## src/rtl/ips_pkg.sv

```systemverilog
`default_nettype none

package ips_pkg;

	// Item opcodes
	typedef enum logic [1:0] {
		OP_TICK     = 2'd0,
		OP_PUMP_ON  = 2'd1,
		OP_PUMP_OFF = 2'd2,
		OP_TOGGLE   = 2'd3
	} op_t;

	// Register indexes
	localparam int unsigned CFG_IDX_W = 2;
	localparam logic [CFG_IDX_W-1:0] REG_HOLDOFF  = 2'd0;
	localparam logic [CFG_IDX_W-1:0] REG_WATER    = 2'd1;
	localparam logic [CFG_IDX_W-1:0] REG_HUM_LOW  = 2'd2;
	localparam logic [CFG_IDX_W-1:0] REG_HUM_HIGH = 2'd3;

	// Field widths
	localparam int unsigned CFG_W   = 12;
	localparam int unsigned HOLD_W  = 12;
	localparam int unsigned WATER_W = 6;
	localparam int unsigned HUM_W   = 10;
	localparam int unsigned CNT_W   = 16;

	// Register limits and reset values
	localparam logic [CFG_W-1:0]   HOLDOFF_MAX   = 12'd3600;
	localparam logic [CFG_W-1:0]   WATER_MAX     = 12'd59;
	localparam logic [CFG_W-1:0]   HUM_MAX       = 12'd1023;
	localparam logic [HOLD_W-1:0]  HOLDOFF_RST   = 12'd60;
	localparam logic [WATER_W-1:0] WATER_RST     = 6'd10;
	localparam logic [HUM_W-1:0]   HUM_LOW_RST   = 10'd307;
	localparam logic [HUM_W-1:0]   HUM_HIGH_RST  = 10'd716;

	// Settle time added to the hold-off before a cycle closes
	localparam logic [HOLD_W:0] SETTLE_SECONDS = 13'd5;

endpackage

`default_nettype wire

```

## src/rtl/irrigation_pump_sequencer.sv

```systemverilog
// Irrigation pump sequencer. Each input transaction is either a tick (with a
// humidity sample and tank level) or a manual command (pump on, pump off,
// toggle); every transaction yields exactly one result transaction showing the
// pump, warning, latched tank level, latched humidity and cycle-active state
// after the update. All work is a few compares and one increment between the
// sequencer state and a single output register, so one transaction is taken
// every clock and its result appears in the cycle after acceptance; the only
// limit on throughput is the output register, which frees when the result is
// taken. Registers are written through cfg_we/cfg_index/cfg_wdata; values
// outside their legal range are dropped. Durations count ticks, with
// TICKS_PER_SECOND ticks to one second.
`default_nettype none

module irrigation_pump_sequencer import ips_pkg::*; #(
	parameter int unsigned TICKS_PER_SECOND = 10
) (
	input  wire logic                 clk,
	input  wire logic                 arst_n,

	// Configuration write port
	input  wire logic                 cfg_we,
	input  wire logic [CFG_IDX_W-1:0] cfg_index,
	input  wire logic [CFG_W-1:0]     cfg_wdata,

	// Input channel
	input  wire logic                 in_valid,
	output      logic                 in_ready,
	input  wire logic [1:0]           opcode,
	input  wire logic [HUM_W-1:0]     humidity_sample,
	input  wire logic                 tank_full,

	// Result channel
	output      logic                 out_valid,
	input  wire logic                 out_ready,
	output      logic                 pump_running,
	output      logic                 warning_signal,
	output      logic                 tank_ok,
	output      logic [HUM_W-1:0]     humidity_latched,
	output      logic                 cycle_active
);

	localparam int unsigned TPS_W  = $clog2(TICKS_PER_SECOND + 1);
	localparam int unsigned STOP_W = WATER_W + TPS_W;
	localparam int unsigned END_W  = HOLD_W + 1 + TPS_W;
	localparam int unsigned CMP_W  = (END_W > CNT_W) ? END_W : CNT_W;
	localparam logic [TPS_W-1:0] TPS_K = TPS_W'(TICKS_PER_SECOND);

	// Configuration registers
	logic [HOLD_W-1:0]  holdoff_q;
	logic [WATER_W-1:0] water_q;
	logic [HUM_W-1:0]   hum_low_q;
	logic [HUM_W-1:0]   hum_high_q;

	// Sequencer state
	logic              pump_q, sig_q, in_cycle_q, tank_q;
	logic [CNT_W-1:0]  ticks_q;
	logic [HUM_W-1:0]  hum_q;

	logic              pump_d, sig_d, in_cycle_d, tank_d;
	logic [CNT_W-1:0]  ticks_d;
	logic [HUM_W-1:0]  hum_d;

	logic              accept;
	op_t               op;
	logic [CNT_W-1:0]  ticks_inc;
	logic [STOP_W-1:0] stop_at;
	logic [HOLD_W:0]   settle_sum;
	logic [END_W-1:0]  end_at;

	// Output register frees when its result is taken
	assign in_ready = !out_valid || out_ready;
	assign accept   = in_valid && in_ready;
	assign op       = op_t'(opcode);

	// Register writes, out-of-range values dropped
	always_ff @(posedge clk or negedge arst_n) begin
		if (!arst_n) begin
			holdoff_q  <= HOLDOFF_RST;
			water_q    <= WATER_RST;
			hum_low_q  <= HUM_LOW_RST;
			hum_high_q <= HUM_HIGH_RST;
		end else if (cfg_we) begin
			unique case (cfg_index)
				REG_HOLDOFF: begin
					if (cfg_wdata <= HOLDOFF_MAX) holdoff_q <= cfg_wdata[HOLD_W-1:0];
				end
				REG_WATER: begin
					if (cfg_wdata != '0 && cfg_wdata <= WATER_MAX)
						water_q <= cfg_wdata[WATER_W-1:0];
				end
				REG_HUM_LOW: begin
					if (cfg_wdata != '0 && cfg_wdata <= HUM_MAX)
						hum_low_q <= cfg_wdata[HUM_W-1:0];
				end
				REG_HUM_HIGH: begin
					if (cfg_wdata != '0 && cfg_wdata <= HUM_MAX)
						hum_high_q <= cfg_wdata[HUM_W-1:0];
				end
				default: ;
			endcase
		end
	end

	// Timer limits in ticks
	assign stop_at    = STOP_W'(water_q) * STOP_W'(TPS_K);
	assign settle_sum = (HOLD_W+1)'(holdoff_q) + SETTLE_SECONDS;
	assign end_at     = END_W'(settle_sum) * END_W'(TPS_K);

	// Saturating cycle counter
	assign ticks_inc = (ticks_q != '1) ? ticks_q + CNT_W'(1) : ticks_q;

	// Next state for one item
	always_comb begin
		pump_d     = pump_q;
		sig_d      = sig_q;
		in_cycle_d = in_cycle_q;
		ticks_d    = ticks_q;
		hum_d      = hum_q;
		tank_d     = tank_q;
		unique case (op)
			OP_TICK: begin
				if (in_cycle_q) begin
					// both timer checks every tick
					ticks_d = ticks_inc;
					if (ticks_inc == CNT_W'(stop_at)) pump_d = 1'b0;
					if (CMP_W'(ticks_inc) >= CMP_W'(end_at)) begin
						in_cycle_d = 1'b0;
						ticks_d    = '0;
					end
				end else begin
					hum_d  = humidity_sample;
					tank_d = tank_full;
					if (!tank_full) begin
						sig_d  = !sig_q;
						pump_d = 1'b0;
					end else begin
						sig_d = 1'b0;
						// stop check wins when thresholds cross
						priority if (humidity_sample > hum_high_q) begin
							pump_d = 1'b0;
						end else if (humidity_sample < hum_low_q) begin
							pump_d     = 1'b1;
							in_cycle_d = 1'b1;
							ticks_d    = '0;
						end
					end
				end
			end
			OP_PUMP_ON: begin
				pump_d     = 1'b1;
				in_cycle_d = 1'b1;
				ticks_d    = '0;
			end
			OP_PUMP_OFF: begin
				pump_d     = 1'b0;
				in_cycle_d = 1'b0;
				ticks_d    = '0;
			end
			OP_TOGGLE: begin
				pump_d     = !pump_q;
				in_cycle_d = !pump_q;
				ticks_d    = '0;
			end
			default: ;
		endcase
	end

	// State update on accepted transaction
	always_ff @(posedge clk or negedge arst_n) begin
		if (!arst_n) begin
			pump_q     <= 1'b0;
			sig_q      <= 1'b0;
			in_cycle_q <= 1'b0;
			ticks_q    <= '0;
			hum_q      <= '0;
			tank_q     <= 1'b0;
		end else if (accept) begin
			pump_q     <= pump_d;
			sig_q      <= sig_d;
			in_cycle_q <= in_cycle_d;
			ticks_q    <= ticks_d;
			hum_q      <= hum_d;
			tank_q     <= tank_d;
		end
	end

	// Result valid
	always_ff @(posedge clk or negedge arst_n) begin
		if (!arst_n) begin
			out_valid <= 1'b0;
		end else if (in_ready) begin
			out_valid <= in_valid;
		end
	end

	// Results are the state after the update
	assign pump_running     = pump_q;
	assign warning_signal   = sig_q;
	assign tank_ok          = tank_q;
	assign humidity_latched = hum_q;
	assign cycle_active     = in_cycle_q;

`ifndef ASSERT_OFF
	// Counter is cleared whenever no cycle is open
	a_idle_cnt_zero: assert property (@(posedge clk) disable iff (!arst_n)
		!in_cycle_q |-> ticks_q == '0)
		else $error("cycle counter nonzero outside a cycle");

	// Manual on opens a cycle with the pump running
	a_pump_on: assert property (@(posedge clk) disable iff (!arst_n)
		accept && op == OP_PUMP_ON |=> pump_q && in_cycle_q && ticks_q == '0)
		else $error("pump on did not open a cycle");

	// Manual off stops the pump and closes the cycle
	a_pump_off: assert property (@(posedge clk) disable iff (!arst_n)
		accept && op == OP_PUMP_OFF |=> !pump_q && !in_cycle_q)
		else $error("pump off left pump or cycle active");

	// Empty tank on an idle tick stops the pump and blinks the warning
	a_empty_tank: assert property (@(posedge clk) disable iff (!arst_n)
		accept && op == OP_TICK && !in_cycle_q && !tank_full
		|=> !pump_q && !tank_q && sig_q != $past(sig_q))
		else $error("empty tank not handled");
`endif

endmodule

`default_nettype wire
```

## config.mk

```make
export PLATFORM = sky130hd
export DESIGN_NAME = irrigation_pump_sequencer
export DESIGN_NICKNAME = d
export VERILOG_FILES = /design/src/rtl/ips_pkg.sv /design/src/rtl/irrigation_pump_sequencer.sv
export SDC_FILE = /design/constraint.sdc
export NUM_CORES = 1
export LEC_CHECK = 0
export ABC_AREA = 1
export BUFFER_PORTS_ARGS = -buffer_cell sky130_fd_sc_hd__buf_2
export CAP_MARGIN = 20
export CORE_UTILIZATION = 39
export DETAILED_ROUTE_END_ITERATION = 7
export PLACE_DENSITY = 0.61
export SLEW_MARGIN = 20
export SYNTH_ARGS = -nofsm -noshare
export SYNTH_HDL_FRONTEND = slang
export SYNTH_SLANG_ARGS = --single-unit
```

## constraint.sdc

```tcl
create_clock -name clk -period 4.2 [get_ports clk]
set_input_delay 0.21 -clock clk [delete_from_list [all_inputs] [get_ports clk]]
set_output_delay 0.21 -clock clk [all_outputs]
set_load 0.02 [all_outputs]
```

Word-level counts from Yosys, hierarchy flattened. Index checks and enable logic that the tools add are counted.

Input port bits: 32. Logic and storage cells: 73. Bits in registers: 69.

Multiply operators: 2. $lt $le $gt $ge: 6. Reduce and logical (&&, ||, !) cells: 18. Bitwise logic cells: 1. Equality and inequality tests: 13. $add $sub $neg: 2. Muxes and demuxes: 20.

Operators with widths (number): 16-bit 2-to-1 mux (6); 16-bit case mux with 2 select lines (1); 3-bit AND reduction (6); 16-bit by 17-bit >= comparator with 1-bit output (1); 16-bit by 1-bit adder with 16-bit output, second input constant (1); 16-bit by 10-bit equality test with 1-bit output (1); 13-bit by 3-bit multiplier with 16-bit output, second input constant (1); 16-bit != test, second input constant (1); 12-bit by 3-bit adder with 13-bit output, second input constant (1); 12-bit by 10-bit less-or-equal comparator with 1-bit output, second input constant (1); 12-bit less-or-equal comparator, second input constant (1); 12-bit by 6-bit less-or-equal comparator with 1-bit output, second input constant (1); 3-bit != test, second input constant (4); 12-bit nonzero test (1); 1-bit 2-to-1 mux (11); 10-bit greater-than comparator (1); 10-bit < comparator (1); 6-bit by 3-bit multiplier with 9-bit output, second input constant (1); 2-bit equality test, second input constant (4); 1-bit case mux with 4 select lines (2); 5-bit != test, second input constant (1); 2-bit by 1-bit equality test with 1-bit output, second input constant (2); 2-bit zero test (2); 4-bit AND reduction (1); 5 further kinds (9).

Logic depth before layout (Yosys ltp).
Depth after elaboration: 6. Gate-level depth with buffers: 27. Depth with buffers taken out: 27.

Worst setup path before layout. No wires, ideal clock.

Path type: register to register. Start: register holdoff_q[2]. End: register ticks_q[13]. Setup time: 0.126 ns. Cell stages (with the launch flop): 25. Path slack: 0.360 ns. Period minus slack after synthesis: 3.840 ns. Arrival: 3.714 ns. Required time: 4.074 ns. Cell sequence: dfstp_2 > a21oi_1 > nor2_1 > nand2_1 > nor2_1 > nand3_1 > xnor2_1 > ha_1 > ha_1 > a21oi_1 > o21ai_0 > a21oi_1 > nor2_1 > o21ai_0 > nand2_1 > xor2_1 > ha_1 > nand2_1 > nor3_1 > nand3_1 > o21bai_2 > a21oi_2 > nand3_2 > buf_6 > o21ai_2.

Cells in the longest elaborated chain, start to end: 6.

RTL lines: from (decl) (RTL line irrigation_pump_sequencer.sv:49) `logic [HOLD_W-1:0] holdoff_q;`; from (signal assigned) (RTL line irrigation_pump_sequencer.sv:85) `if (cfg_wdata <= HOLDOFF_MAX) holdoff_q <= cfg_wdata[HOLD_W-1:0];`; 12-bit by 3-bit adder with 13-bit output (RTL line irrigation_pump_sequencer.sv:106) `assign settle_sum = (HOLD_W+1)'(holdoff_q) + SETTLE_SECONDS;`; 13-bit by 3-bit multiplier with 16-bit output (RTL line irrigation_pump_sequencer.sv:107) `assign end_at = END_W'(settle_sum) * END_W'(TPS_K);`; 16-bit by 17-bit >= comparator with 1-bit output (RTL line irrigation_pump_sequencer.sv:126) `if (CMP_W'(ticks_inc) >= CMP_W'(end_at)) begin`; 16-bit 2-to-1 mux (RTL line irrigation_pump_sequencer.sv:126); 16-bit 2-to-1 mux (RTL line irrigation_pump_sequencer.sv:122) `if (in_cycle_q) begin`; 16-bit case mux with 2 select lines (RTL line irrigation_pump_sequencer.sv:120) `unique case (op)`; to (signal assigned) (RTL line irrigation_pump_sequencer.sv:181) `ticks_q <= ticks_d;`; to (decl) (RTL line irrigation_pump_sequencer.sv:56) `logic [CNT_W-1:0] ticks_q;`.

Every way passes these cells. A chain may end at the register's enable or synchronous reset.

Worst setup path after layout. Same ends and word-level chain as after synthesis.

==> results.cfg <==
[floorplan]
num_rows = 42
dieArea_mm2 = 0.0145
ios = 48
die_w_um = 121
core_area_mm2 = 0.0135
die_y_um = 121
initial_core_util_pct = 40.8

[setup_path]
path_max_fanout = 6
crit_arrival_ns = 4.27
reg2reg_to = ticks_q[13]$_DFFE_PN0P_
crit_path_end = ticks_q[13]$_DFFE_PN0P_
worstReg2RegStart = holdoff_q[2]$_DFFE_PN1P_
ff2ff_path_depth = 24
rrSetupSlack_ns = 0.15
cp-start-kind = register
path_class = register to register
startpoint = holdoff_q[2]$_DFFE_PN1P_
crit_required_ns = 4.41
end_kind = register

[grt]
grt_max_degree = 40
grt_pass1_vias = 4483
antenna_found_initial = 0
grtUsageTotal_pct = 18.0
grt-ovfl-total = 0
grt_pass1_wl_um = 20800

[power_and_ir_drop]
p_leak_uw = 0.00342
p_per_area_mw_per_mm2 = 435
power_uw = 2900
ir_drop_uv = 309

[clock_tree]
path_clk_slew_ns = 0.06
numCtsBuffers = 9
ctsHoldBuffers = 0
cts_buffer_depth = 2
root_buffer = clkbuf_16
numClockSinks = 69
cts_tree = yes
worstSkewPairLatency_ns = 0.34
htreeDepth = 3

[timing]
post-route-min-period_ns = 4.05
drv_slew = 0
skew_ns = 0.00968
setup_ws_ns = 0.147
finalSetupViolCount = 0
fmax_mhz = 247
hold_violations = 0
tightest_slew_ns = 0.878
fin_crit_sh_pct = 96.5
max-slew-margin-rel_pct = 41.4

[placement]
dpl.cell_count = 960
dp_slack_ns = 0.00480
portBuffers = 47
place.detailed.hpwl_um = 9630
place.gp.congestion = 0.821
placed_cell_area_mm2 = 0.00594

[cells_and_area]
diodes = 0
nets = 904
syn_to_final_growth_pct = 21.8
fill_cells = 1376
final_area_mm2 = 0.00668
stdcell_count = 986
layout_common_cells = nand2_1, inv_1, dfrtp_1
final_layout_size_suffix_gt1_share_pct = 21.1
seq_area_mm2 = 0.00175
multiInputGateArea_mm2 = 0.00356
fin_util_pct = 49.6
final_common_cell = nand2_1

[status]
status = completed

[logic_synthesis]
syn_avg_cell_area_um2 = 7.39
synth.yosys.seq_area_share_pct = 31.9
synth.ff_latch_count = 69
synth.yosys.warnings = 0
synthCells = 742
synth.distinct_cells = 46
netlist_area_mm2 = 0.00548
synth_nets = 841

[drt]
antenna_left = 0
wl_um = 12600
via_per_inst = 4.78
avgRoutedWirePerCell_um = 12.7
drc = 0
drt_pass1_iterations = 4
drt-initial-drc-count = 216
vias = 4712

[job]
maxCapViolCount = 0

[min_path]
hold_path_class = primary input to async pin
[layout make-up]
cell class              count  share of cell area, %
repair buffers             65                   5.99
multi-input cells         551                   53.3
inverters                 109                   6.18
clock inverters             6                   1.67
clock buffers              10                   3.43
well taps                 176                   3.30
flip-flops and latches     69                   26.2
[timing repair]
| action | in CTS | in global routing |
|---|---|---|
| resized for setup | 4 | 46 |
| pin swaps | 1 | 22 |
| setup endpoints to repair | 13 | 17 |
| gates cloned | 0 | 1 |
| setup buffers | 0 | 9 |
[critical path: stages (launching register included)]
cell	delay (ns)
dfstp_2	0.57
a21oi_2	0.06
nor2_2	0.11
nand2_2	0.09
nor2_4	0.18
nand3_4	0.13
xnor2_4	0.21
ha_4	0.23
ha_4	0.25
a21oi_2	0.15
o21ai_2	0.09
a21oi_2	0.12
nor2_1	0.05
o21ai_0	0.14
nand2_1	0.08
xor2_1	0.14
ha_1	0.26
nand2_1	0.08
nor3_2	0.18
nand3_1	0.11
o21bai_2	0.23
a21oi_4	0.12
nand3_4	0.12
clkbuf_16	0.17
o21ai_2	0.05
[routing by layer]
metal  wire (um)  track usage [%]
met1        6130             23.7
met2        6030             30.1
met3         278             3.21
met4         136             4.94
met5           0                0
[worst min-delay path by stage]
stage,cells past startpoint,endpoint,slack [ns]
3_3_place_gp,1,out_valid$_DFFE_PN0N_,0.38
4_1_cts,1,humidity_latched[8]$_DFFE_PN0P_,0.03
3_5_place_dp,1,pump_running$_DFFE_PN0P_,0.38
6_report,1,pump_running$_DFFE_PN0P_,0.003
5_1_grt,1,humidity_latched[4]$_DFFE_PN0P_,0.07
2_1_floorplan,0,cycle_active$_DFFE_PN0P_,-0.09
[metrics by stage]
step / hold WS, ns / TNS (ns)
2_1_floorplan: -0.0856 / 0
3_3_place_gp: 0.378 / 0
3_5_place_dp: 0.382 / 0
4_1_cts: 0.0275 / 0
5_1_grt: 0.0744 / -0.798
6_report: 0.00277 / 0
[flip-flops by register name (all words and copies together), names as in the netlist]
| register | flops |
|---|---|
| hum_high_q | 10 |
| ticks_q | 16 |
| pump_running | 1 |
| warning_signal | 1 |
| out_valid | 1 |
| cycle_active | 1 |
| tank_ok | 1 |
| water_q | 6 |
| humidity_latched | 10 |
| hum_low_q | 10 |
| holdoff_q | 12 |
[cell families after synthesis]
kind of cell               count (synthesis)  share of synthesized area [%]
adders and majority gates                 67                           15.6
buffers and inverters                    122                           8.81
muxes                                      1                          0.205
AOI/OAI and AO/OA                        105                           11.3
xor gates and xnor gates                  25                           3.99
DFF                                       69                           31.9
and+or+nand+nor                          353                           28.3
[synthesized netlist by cell type (all sizes together)]
master | n | area share, %
buf | 4 | 0.66
nor2 | 58 | 4.8
ha | 65 | 15
a31oi | 1 | 0.11
o31ai | 1 | 0.14
a21o | 1 | 0.14
xnor2 | 11 | 1.8
nor3 | 8 | 0.73
a211oi | 1 | 0.14
o21bai | 3 | 0.48
inv | 108 | 7.4
nand3b | 4 | 0.78
dfstp | 16 | 7.7
nor4 | 1 | 0.11
a21oi | 32 | 3.0
clkinv | 1 | 0.091
nand3 | 33 | 3.3
o31a | 1 | 0.16
dfrtp | 53 | 24
o21ai | 58 | 6.2
nand2 | 232 | 17
clkbuf | 9 | 0.62
xor2 | 14 | 2.2
a21boi | 2 | 0.27
o211ai | 3 | 0.41
o21a | 1 | 0.14
o2111ai | 1 | 0.16
fa | 2 | 0.73
nand4 | 17 | 2.1
mux2 | 1 | 0.21
[power breakdown]
| part | switching, uW | total (uW) | leakage (uW) | internal [uW] |
|---|---|---|---|---|
| clock | 289 | 870 | 0.000163 | 581 |
| combinational | 657 | 1160 | 0.00240 | 507 |
| sequential | 81.0 | 870 | 0.000857 | 789 |
Note: power is estimated with default switching activity, not from simulation.
